--- src/hdl/pps_pkg.sv ---
// Package of the preemptive priority scheduler: sizes, codes, types and helper functions.
`default_nettype none
package pps_pkg;

	localparam int MAX_TASKS = 16;
	localparam int TIME_BITS = 16;
	localparam int PRIO_BITS = 8;

	localparam int IDX_W  = $clog2(MAX_TASKS);
	localparam int CNT_W  = $clog2(MAX_TASKS + 1);
	localparam int FLD_TW = 16;
	localparam int SLOT_W = 4;
	localparam int ID_W   = 8;
	localparam int FPRI_W = 8;
	localparam int TC_W   = 5;
	localparam int FC_W   = 5;
	localparam int ADDR_W = 3;

	typedef logic [TIME_BITS-1:0] time_t;
	typedef logic [PRIO_BITS-1:0] prio_t;
	typedef logic [IDX_W-1:0]     idx_t;
	typedef logic [CNT_W-1:0]     cnt_t;
	typedef logic [FLD_TW-1:0]    ftime_t;
	typedef logic [SLOT_W-1:0]    slot_t;
	typedef logic [ID_W-1:0]      id_t;
	typedef logic [FPRI_W-1:0]    fprio_t;
	typedef logic [TC_W-1:0]      tc_t;
	typedef logic [FC_W-1:0]      fc_t;

	localparam logic CMD_LOAD = 1'b0;
	localparam logic CMD_TICK = 1'b1;

	localparam logic REG_TASK_COUNT = 1'b0;

	localparam time_t TIME_MAX = '1;
	localparam fc_t   FC_MAX   = '1;

	typedef struct packed {
		logic       found;
		logic [1:0] pend;
		idx_t       slot;
		prio_t      prio;
		time_t      arrival;
		time_t      burst;
		time_t      remaining;
		id_t        task_id;
	} tok_t;

	typedef struct packed {
		logic  valid;
		idx_t  slot;
		id_t   task_id;
		time_t arrival;
		time_t burst;
		prio_t prio;
	} ld_t;

	typedef struct packed {
		logic  valid;
		idx_t  slot;
		time_t remaining;
		logic  done;
	} upd_t;

	function automatic logic slot_ok(slot_t s);
		return int'(s) < MAX_TASKS;
	endfunction

	function automatic idx_t to_idx(slot_t s);
		return IDX_W'(s);
	endfunction

	function automatic slot_t to_slot(idx_t i);
		return SLOT_W'(i);
	endfunction

	function automatic time_t to_time(ftime_t t);
		return TIME_BITS'(t);
	endfunction

	function automatic ftime_t to_ftime(time_t t);
		return FLD_TW'(t);
	endfunction

	function automatic prio_t to_prio(fprio_t p);
		return PRIO_BITS'(p);
	endfunction

	function automatic logic in_use(idx_t i, tc_t tc);
		return int'(i) < int'(tc);
	endfunction

endpackage
`default_nettype wire

--- src/hdl/pps_in_if.sv ---
// Input channel of the scheduler: valid, ready and the fields of one input word.
`default_nettype none
interface pps_in_if;
	logic            valid;
	logic            ready;
	logic            cmd;
	pps_pkg::slot_t  slot;
	pps_pkg::id_t    task_id;
	pps_pkg::ftime_t arrival_time;
	pps_pkg::ftime_t burst_time;
	pps_pkg::fprio_t prio_level;

	modport source (output valid, cmd, slot, task_id, arrival_time, burst_time, prio_level,
		input ready);
	modport sink (input valid, cmd, slot, task_id, arrival_time, burst_time, prio_level,
		output ready);
endinterface
`default_nettype wire

--- src/hdl/pps_out_if.sv ---
// Result channel of the scheduler: valid, ready and the fields of one result word.
`default_nettype none
interface pps_out_if;
	logic            valid;
	logic            ready;
	pps_pkg::ftime_t now_time;
	logic            busy_res;
	pps_pkg::slot_t  run_slot;
	pps_pkg::id_t    run_task_id;
	logic            task_finished;
	pps_pkg::ftime_t finish_time;
	pps_pkg::ftime_t turnaround_time;
	pps_pkg::ftime_t waiting_time;
	logic            all_finished;

	modport source (output valid, now_time, busy_res, run_slot, run_task_id, task_finished,
		finish_time, turnaround_time, waiting_time, all_finished, input ready);
	modport sink (input valid, now_time, busy_res, run_slot, run_task_id, task_finished,
		finish_time, turnaround_time, waiting_time, all_finished, output ready);
endinterface
`default_nettype wire

--- src/hdl/pps_cell.sv ---
// One task slot of the scheduler chain: holds the slot and passes the best candidate onward.
`default_nettype none
module pps_cell (
	input  wire logic           clk,
	input  wire logic           arst_n,
	input  wire pps_pkg::idx_t  idx,
	input  wire pps_pkg::tc_t   tc,
	input  wire pps_pkg::time_t now,
	input  wire pps_pkg::ld_t   ld,
	input  wire pps_pkg::upd_t  upd,
	input  wire pps_pkg::tok_t  tok_in,
	output pps_pkg::tok_t       tok_out
);

	pps_pkg::time_t arrival_q;
	pps_pkg::time_t burst_q;
	pps_pkg::time_t remaining_q;
	pps_pkg::prio_t prio_q;
	pps_pkg::id_t   task_id_q;
	logic           done_q;
	pps_pkg::tok_t  tok_q;

	logic          live;
	logic          eligible;
	logic          better;
	pps_pkg::tok_t tok_nxt;

	always_ff @(posedge clk or negedge arst_n) begin
		if (!arst_n) begin
			done_q <= 1'b1;
		end else if (ld.valid && ld.slot == idx) begin
			done_q <= 1'b0;
		end else if (upd.valid && upd.slot == idx) begin
			done_q <= upd.done;
		end
	end

	always_ff @(posedge clk) begin
		if (ld.valid && ld.slot == idx) begin
			arrival_q   <= ld.arrival;
			burst_q     <= ld.burst;
			remaining_q <= ld.burst;
			prio_q      <= ld.prio;
			task_id_q   <= ld.task_id;
		end else if (upd.valid && upd.slot == idx) begin
			remaining_q <= upd.remaining;
		end
	end

	always_comb begin
		live     = pps_pkg::in_use(idx, tc) && !done_q;
		eligible = live && (arrival_q <= now);
		better   = !tok_in.found || (prio_q < tok_in.prio) ||
			((prio_q == tok_in.prio) && (arrival_q < tok_in.arrival));
		tok_nxt  = tok_in;
		if (eligible && better) begin
			tok_nxt.found     = 1'b1;
			tok_nxt.slot      = idx;
			tok_nxt.prio      = prio_q;
			tok_nxt.arrival   = arrival_q;
			tok_nxt.burst     = burst_q;
			tok_nxt.remaining = remaining_q;
			tok_nxt.task_id   = task_id_q;
		end
		if (live && tok_in.pend != 2'd2) begin
			tok_nxt.pend = tok_in.pend + 2'd1;
		end
	end

	always_ff @(posedge clk or negedge arst_n) begin
		if (!arst_n) begin
			tok_q <= '0;
		end else begin
			tok_q <= tok_nxt;
		end
	end

	assign tok_out = tok_q;

endmodule
`default_nettype wire

--- src/hdl/preemptive_priority_scheduler_top.sv ---
// Top level of the preemptive priority scheduler: slot chain, sequencer and register port.
//
// Channel  Direction  Handshake            Word
// req      in         valid/ready          cmd, slot, task_id, arrival, burst, priority
// res      out        valid/ready          times, running task, completion flags
// apb      in         psel/penable/pready  task_count register at address 0
//
// For every word the candidate travels one slot cell per cycle down the chain to the result.
// A new word is taken once the previous result is in the output register.
// A stalled result holds the sequencer at the end of its scan until it is taken.
// Reset marks every slot as done and clears the time and the completion count.
`default_nettype none
module preemptive_priority_scheduler_top (
	input  wire logic                   clk,
	input  wire logic                   arst_n,
	pps_in_if.sink                      req,
	pps_out_if.source                   res,
	input  wire logic                   psel,
	input  wire logic                   penable,
	input  wire logic                   pwrite,
	input  wire logic [pps_pkg::ADDR_W-1:0] paddr,
	input  wire logic [31:0]            pwdata,
	output logic [31:0]                 prdata,
	output logic                        pready
);

	localparam logic ST_IDLE = 1'b0;
	localparam logic ST_SCAN = 1'b1;
	localparam pps_pkg::cnt_t CNT_END = pps_pkg::CNT_W'(pps_pkg::MAX_TASKS);

	logic           state_q;
	pps_pkg::cnt_t  cnt_q;
	logic           cmd_q;
	pps_pkg::tc_t   task_count_q;
	pps_pkg::time_t current_time_q;
	pps_pkg::fc_t   finished_count_q;
	logic           res_v_q;

	pps_pkg::tok_t  tok_w [pps_pkg::MAX_TASKS+1];
	pps_pkg::tok_t  last;
	pps_pkg::ld_t   ld;
	pps_pkg::upd_t  upd;

	logic           accept;
	logic           emit;
	logic           is_tick;
	pps_pkg::time_t rem_dec;
	logic           fin_task;
	pps_pkg::time_t fin;
	pps_pkg::time_t tat;
	pps_pkg::time_t wt;
	logic           all_fin;

	assign pready = 1'b1;
	assign prdata = (paddr[pps_pkg::ADDR_W-1] == pps_pkg::REG_TASK_COUNT) ?
		32'(task_count_q) : 32'd0;

	always_ff @(posedge clk or negedge arst_n) begin
		if (!arst_n) begin
			task_count_q <= '0;
		end else if (psel && penable && pwrite && pready &&
			paddr[pps_pkg::ADDR_W-1] == pps_pkg::REG_TASK_COUNT) begin
			task_count_q <= pwdata[pps_pkg::TC_W-1:0];
		end
	end

	assign req.ready = (state_q == ST_IDLE);
	assign accept    = req.valid && req.ready;
	assign last      = tok_w[pps_pkg::MAX_TASKS];
	assign is_tick   = (cmd_q == pps_pkg::CMD_TICK);
	assign emit      = (state_q == ST_SCAN) && (cnt_q == CNT_END) && (!res_v_q || res.ready);

	always_comb begin
		ld.valid   = accept && (req.cmd == pps_pkg::CMD_LOAD) && pps_pkg::slot_ok(req.slot);
		ld.slot    = pps_pkg::to_idx(req.slot);
		ld.task_id = req.task_id;
		ld.arrival = pps_pkg::to_time(req.arrival_time);
		ld.burst   = pps_pkg::to_time(req.burst_time);
		if (ld.burst == '0) begin
			ld.burst = pps_pkg::time_t'(1);
		end
		ld.prio    = pps_pkg::to_prio(req.prio_level);
	end

	always_comb begin
		rem_dec  = (last.remaining != '0) ? last.remaining - pps_pkg::time_t'(1) : '0;
		fin_task = last.found && (rem_dec == '0);
		fin      = (current_time_q < pps_pkg::TIME_MAX) ?
			current_time_q + pps_pkg::time_t'(1) : pps_pkg::TIME_MAX;
		tat      = fin - last.arrival;
		wt       = (tat >= last.burst) ? tat - last.burst : '0;
		if (is_tick) begin
			all_fin = (last.pend == 2'd0) || ((last.pend == 2'd1) && fin_task);
		end else begin
			all_fin = (last.pend == 2'd0);
		end
		upd.valid     = emit && is_tick && last.found;
		upd.slot      = last.slot;
		upd.remaining = rem_dec;
		upd.done      = fin_task;
	end

	assign tok_w[0] = '0;

	for (genvar i = 0; i < pps_pkg::MAX_TASKS; i++) begin : g_cell
		pps_cell u_cell (
			.clk     (clk),
			.arst_n  (arst_n),
			.idx     (pps_pkg::idx_t'(i)),
			.tc      (task_count_q),
			.now     (current_time_q),
			.ld      (ld),
			.upd     (upd),
			.tok_in  (tok_w[i]),
			.tok_out (tok_w[i+1])
		);
	end

	always_ff @(posedge clk or negedge arst_n) begin
		if (!arst_n) begin
			state_q <= ST_IDLE;
			cnt_q   <= '0;
		end else if (accept) begin
			state_q <= ST_SCAN;
			cnt_q   <= '0;
		end else if (emit) begin
			state_q <= ST_IDLE;
		end else if (state_q == ST_SCAN && cnt_q != CNT_END) begin
			cnt_q <= cnt_q + pps_pkg::cnt_t'(1);
		end
	end

	always_ff @(posedge clk) begin
		if (accept) begin
			cmd_q <= req.cmd;
		end
	end

	always_ff @(posedge clk or negedge arst_n) begin
		if (!arst_n) begin
			current_time_q   <= '0;
			finished_count_q <= '0;
		end else if (emit && is_tick) begin
			if (current_time_q < pps_pkg::TIME_MAX) begin
				current_time_q <= current_time_q + pps_pkg::time_t'(1);
			end
			if (fin_task && finished_count_q != pps_pkg::FC_MAX) begin
				finished_count_q <= finished_count_q + pps_pkg::fc_t'(1);
			end
		end
	end

	always_ff @(posedge clk or negedge arst_n) begin
		if (!arst_n) begin
			res_v_q <= 1'b0;
		end else if (emit) begin
			res_v_q <= 1'b1;
		end else if (res.ready) begin
			res_v_q <= 1'b0;
		end
	end

	always_ff @(posedge clk) begin
		if (emit) begin
			res.now_time        <= pps_pkg::to_ftime(current_time_q);
			res.busy_res        <= is_tick && last.found;
			res.run_slot        <= (is_tick && last.found) ? pps_pkg::to_slot(last.slot) : '0;
			res.run_task_id     <= (is_tick && last.found) ? last.task_id : '0;
			res.task_finished   <= is_tick && fin_task;
			res.finish_time     <= (is_tick && fin_task) ? pps_pkg::to_ftime(fin) : '0;
			res.turnaround_time <= (is_tick && fin_task) ? pps_pkg::to_ftime(tat) : '0;
			res.waiting_time    <= (is_tick && fin_task) ? pps_pkg::to_ftime(wt) : '0;
			res.all_finished    <= all_fin;
		end
	end

	assign res.valid = res_v_q;

endmodule
`default_nettype wire
--- src/flat_wrapper.sv ---
// flat-port wrapper written by rule: the top's interface ports become plain ports
module preemptive_priority_scheduler_top_flat 
  (clk, arst_n, psel, penable, pwrite, paddr, pwdata, prdata, pready, req_valid, req_cmd, req_slot, req_task_id, req_arrival_time, req_burst_time, req_prio_level, req_ready, res_valid, res_now_time, res_busy_res, res_run_slot, res_run_task_id, res_task_finished, res_finish_time, res_turnaround_time, res_waiting_time, res_all_finished, res_ready);
  pps_in_if req_i ();
  pps_out_if res_i ();
  input  wire logic clk;
  input  wire logic arst_n;
  input  wire logic psel;
  input  wire logic penable;
  input  wire logic pwrite;
  input  wire logic [pps_pkg::ADDR_W-1:0] paddr;
  input  wire logic [31:0] pwdata;
  output logic [31:0] prdata;
  output logic pready;
  input wire logic [$bits(req_i.valid)-1:0] req_valid;
  input wire logic [$bits(req_i.cmd)-1:0] req_cmd;
  input wire logic [$bits(req_i.slot)-1:0] req_slot;
  input wire logic [$bits(req_i.task_id)-1:0] req_task_id;
  input wire logic [$bits(req_i.arrival_time)-1:0] req_arrival_time;
  input wire logic [$bits(req_i.burst_time)-1:0] req_burst_time;
  input wire logic [$bits(req_i.prio_level)-1:0] req_prio_level;
  output wire logic [$bits(req_i.ready)-1:0] req_ready;
  output wire logic [$bits(res_i.valid)-1:0] res_valid;
  output wire logic [$bits(res_i.now_time)-1:0] res_now_time;
  output wire logic [$bits(res_i.busy_res)-1:0] res_busy_res;
  output wire logic [$bits(res_i.run_slot)-1:0] res_run_slot;
  output wire logic [$bits(res_i.run_task_id)-1:0] res_run_task_id;
  output wire logic [$bits(res_i.task_finished)-1:0] res_task_finished;
  output wire logic [$bits(res_i.finish_time)-1:0] res_finish_time;
  output wire logic [$bits(res_i.turnaround_time)-1:0] res_turnaround_time;
  output wire logic [$bits(res_i.waiting_time)-1:0] res_waiting_time;
  output wire logic [$bits(res_i.all_finished)-1:0] res_all_finished;
  input wire logic [$bits(res_i.ready)-1:0] res_ready;
  assign req_i.valid = req_valid;
  assign req_i.cmd = req_cmd;
  assign req_i.slot = req_slot;
  assign req_i.task_id = req_task_id;
  assign req_i.arrival_time = req_arrival_time;
  assign req_i.burst_time = req_burst_time;
  assign req_i.prio_level = req_prio_level;
  assign req_ready = req_i.ready;
  assign res_valid = res_i.valid;
  assign res_now_time = res_i.now_time;
  assign res_busy_res = res_i.busy_res;
  assign res_run_slot = res_i.run_slot;
  assign res_run_task_id = res_i.run_task_id;
  assign res_task_finished = res_i.task_finished;
  assign res_finish_time = res_i.finish_time;
  assign res_turnaround_time = res_i.turnaround_time;
  assign res_waiting_time = res_i.waiting_time;
  assign res_all_finished = res_i.all_finished;
  assign res_i.ready = res_ready;
  preemptive_priority_scheduler_top u_core (.clk(clk), .arst_n(arst_n), .req(req_i), .res(res_i), .psel(psel), .penable(penable), .pwrite(pwrite), .paddr(paddr), .pwdata(pwdata), .prdata(prdata), .pready(pready));
endmodule
--- config.mk ---
export PLATFORM = sky130hd
export DESIGN_NAME = preemptive_priority_scheduler_top_flat
export DESIGN_NICKNAME = d
export VERILOG_FILES = /design/src/hdl/pps_pkg.sv /design/src/hdl/pps_in_if.sv /design/src/hdl/pps_out_if.sv /design/src/hdl/pps_cell.sv /design/src/hdl/preemptive_priority_scheduler_top.sv /design/src/flat_wrapper.sv
export SDC_FILE = /design/constraint.sdc
export NUM_CORES = 2
export LEC_CHECK = 0
export BUFFER_PORTS_ARGS = -buffer_cell sky130_fd_sc_hd__buf_2
export CORE_ASPECT_RATIO = 1.2
export CORE_UTILIZATION = 57
export CTS_CLUSTER_DIAMETER = 80
export DETAILED_ROUTE_END_ITERATION = 7
export PLACE_DENSITY = 0.76
export RECOVER_POWER = 25
export SLEW_MARGIN = 10
export SYNTH_ARGS = -nofsm -noshare
export SYNTH_HDL_FRONTEND = slang
export SYNTH_SLANG_ARGS = --single-unit
export TNS_END_PERCENT = 100
--- constraint.sdc ---
create_clock -name clk -period 9.55 [get_ports clk]
set_input_delay 0.955 -clock clk [delete_from_list [all_inputs] [get_ports clk]]
set_output_delay 0.955 -clock clk [all_outputs]
set_load 0.1 [all_outputs]
==> metrics.csv <==
stage;metric;value;unit
synthesis;synth_top_area_share;0.346;
finish;drive_above_1_share;0.218;
sta;max_slew.worst_pin.slew;6.75;ns
worst_setup_path;critPathArrivalTime;7.79;ns
run_status;failed_checks;capacitance limit, slew limit;
worst_setup_path;reg2reg_depth;19;
worst_setup_path;crit_slowest_cell;clkbuf_1;
routing;drc_errors;0;
sta;fin_tns_setup;0;ns
synthesis;yosys_warnings;0;
floorplanning;die_w;376;um
sta;clock.fmax;143;MHz
grt;gr-total-overflow;0;
pwr;irDropWorstVdd;183;uV
synthesis;synthAdderAreaFrac;0.0854;
synthesis;synthSimpleGateAreaFrac;0.0578;
clock_tree;h-tree-depth;4;
synthesis;synth-edff-count;1104;
synthesis;ys_seq_area_frac;0.648;
place;port_buffers;151;
worst_setup_path;path_cells;clkbuf_1 -> buf_4 -> buf_12;
finish;areaGrowthSynthToFinish;11.1;%
finish;multi_input_area;0.0311;mm^2
sta;skew;0.0583;ns
sta;rsz0062_at_grt;no;
clock_tree;ctsHoldBuffers;0;
clock_tree;clock_latency;0.87;ns
synthesis;synth_area;0.0958;mm^2
run_status;status;finished, violations left;
worst_setup_path;crit_cells;3;
floorplanning;die_y;451;um
synthesis;synth_largest_area_cell;edfxtp_1;
worst_setup_path;startpoint_type;input pin;
routing;first_iter_violations;4271;
sta;setup_viol;0;
worst_setup_path;critical_path_buf_inv_count;3;
place;place_congestion;0.916;
clock_tree;post-cts-setup-buffers;0;
finish;regArea;0.0621;mm^2
clock_tree;cts_resized;0;
clock_tree;clock-sinks;2260;
sta;relSlewSlack;-3.50;
routing;wl;225000;um
grt;grt_pass1_wl;343000;um
synthesis;syn_avg_cell_area;14.2;um^2
synthesis;synthTopCellsByCount;1140 x dfrtp_1, 1104 x edfxtp_1, 959 x mux2_2, 651 x ha_1, 468 x inv_1;
floorplanning;initial_core_util;0.575;
grt;grt_usage;0.268;
synthesis;synth_xor_area_frac;0.00676;
finish;nFillCells;12000;
synthesis;async_flop_share;0.512;
synthesis;yosysMostFrequentCell;dfrtp_1;
synthesis;muxShareOfSynthArea;0.114;
worst_setup_path;regToRegEndpoint;u_core.res.waiting_time[2]$_SDFFCE_PN0P_;
routing;via_per_inst;5.85;
synthesis;synthTopCellsByArea;edfxtp_1 35%, dfrtp_1 30%, mux2_2 11%;
worst_setup_path;reg2reg_from;u_core.current_time_q[0]$_DFFE_PN0P_;
grt;grt_pass1_vias;57800;
floorplanning;row_count;164;
worst_setup_path;end_kind;async pin;
clock_tree;cts_buffer_depth;3;
sta;report.final.slew_viol_count;713;
synthesis;synthFlopType;dfrtp_1;
sta;hold_viol_final;0;
worst_setup_path;r2r_slack;2.59;ns
synthesis;synth_top_family_by_area;multiplexers;
worst_setup_path;critPathRequiredTime;10.35;ns
flow_run;maxCapViolations;18;
floorplanning;ios;209;
routing;drtPass1Iterations;6;
routing;wl_per_cell;23.9;um
worst_setup_path;worstSetupPathType;input pin to async pin;
clock_tree;numCtsBuffers;211;
worst_setup_path;endpoint;u_core.g_cell[14].u_cell.tok_out[49]$_DFF_PN0_;
sta;period_share;0.732;
synthesis;ys_types;74;
worst_setup_path;crit_path_max_incr_delay;4.62;ns
hold_path;hold_path.class;input pin to flop;
pwr;power_density;259;mW/mm^2
worst_setup_path;critical_path.max_fanout;174;
finish;finish.utilization;0.639;
grt;grt_max_degree;176;
clock_tree;cts_root_buf;clkbuf_16;
routing;num_vias;55000;
synthesis;synth_compound_area_frac;0.0578;
worst_setup_path;cp-startpoint;arst_n;
place;hpwl;149000;um
clock_tree;path_clk_slew;0.06;ns
synthesis;synthCells;6752;
floorplanning;coreArea;0.167;mm^2
clock_tree;cts_tree;built;
worst_setup_path;crit_family;buffers and inverters;
pwr;p_leak;43.8;nW
synthesis;synth_seq_cells;2260;
routing;ant_nets;0;
grt;grt_antenna_before_repair;10;
floorplanning;dieArea;0.170;mm^2
finish;finalNetCount;7712;
sta;min_period;6.99;ns
-- worst min path at each step --
stage,startpoint,end,slack [ns],cells past startpoint
finish,pwdata[4],u_core.task_count_q[4]$_DFFE_PN0P_,0.31,2
global route,pwdata[4],u_core.task_count_q[4]$_DFFE_PN0P_,0.29,2
CTS,arst_n,u_core.g_cell[3].u_cell.tok_out[0]$_DFF_PN0_,0.09,1
detailed placement,u_core.g_cell[2].u_cell.tok_out[64]$_DFF_PN0_,u_core.g_cell[3].u_cell.tok_out[64]$_DFF_PN0_,0.41,1
global placement,u_core.g_cell[8].u_cell.tok_out[67]$_DFF_PN0_,u_core.g_cell[9].u_cell.tok_out[67]$_DFF_PN0_,0.41,1
floorplan,u_core.g_cell[9].u_cell.tok_out[65]$_DFF_PN0_,u_core.g_cell[10].u_cell.tok_out[65]$_DFF_PN0_,0.41,1
-- cell type report --
| cell class | count | share of cell area |
|---|---|---|
| well taps | 2241 | 0.0263 |
| multi-input cells | 3781 | 0.292 |
| repair buffers | 242 | 0.0132 |
| inverters | 468 | 0.0165 |
| diodes | 11 | 0.000259 |
| clock buffers | 309 | 0.0561 |
| clock inverters | 93 | 0.0120 |
| flip-flops and latches | 2260 | 0.583 |
-- logic make-up after synthesis --
| logic type | Yosys count |
|---|---|
| DFF | 2260 |
| and+or+nand+nor | 1126 |
| muxes | 969 |
| AOI/OAI and AO/OA | 931 |
| buffers and inverters | 737 |
| adders and majority gates | 653 |
| xor gates and xnor gates | 74 |
| other | 2 |
-- cells in the final DEF (no fill, tap or decap), types with 90 or more instances in the layout --
| cell type | synthesis | routed |
|---|---|---|
| ha_1 | 651 | 651 |
| nand3_1 | 90 | 90 |
| buf_2 | 1 | 101 |
| clkbuf_16 | 0 | 212 |
| clkbuf_1 | 217 | 119 |
| o21ai_0 | 331 | 328 |
| nor2_1 | 235 | 234 |
| inv_1 | 468 | 452 |
| edfxtp_1 | 1104 | 1104 |
| a21oi_1 | 284 | 284 |
| nand2_1 | 333 | 332 |
| dfrtp_1 | 1140 | 1140 |
| mux2_2 | 959 | 959 |
-- where the power goes --
group,switching (W),internal [W],leakage (nW)
Clock,0.00369,0.00497,3.54
Combinational,0.00362,0.00267,16.4
Sequential,0.000713,0.0120,23.9
Total,0.00802,0.0196,43.8
-- metrics by stage --
step           total power [W]  worst slack [ns]  std cells  hold slack [ns]  instance area, um^2
2_1_floorplan           0.0171              2.66       6778            0.408                95900
5_1_grt                 0.0289              1.27       9400            0.287               106000
4_1_cts                 0.0278              2.83       9394           0.0929               107000
6_report                0.0276              2.56       9405            0.314               106000
3_5_place_dp            0.0191              2.85       8992            0.415                99300
3_3_place_gp            0.0189              2.94       8992            0.411                99300
-- registers in the layout, summed over array words and instances, names as in the netlist, 8 cells and up --
register	count
u_core.current_time_q	16
u_core.g_cell.u_cell.arrival_q	256
u_core.g_cell.u_cell.burst_q	256
u_core.g_cell.u_cell.done_q	16
u_core.g_cell.u_cell.prio_q	128
u_core.g_cell.u_cell.remaining_q	256
u_core.g_cell.u_cell.task_id_q	128
u_core.g_cell.u_cell.tok_out	1112
u_core.res.finish_time	16
u_core.res.now_time	16
u_core.res.run_task_id	8
u_core.res.turnaround_time	16
u_core.res.waiting_time	16
-- routing by layer --
metal  share of wire  GRT usage  vias up
met1            0.41      0.342    28300
li1                -          -    24700
met5        0.000058          0        -
met2            0.51      0.465     1511
met4           0.037      0.104        2
met3           0.043     0.0344      447
No activity file was read; power rests on OpenSTA's default activity.
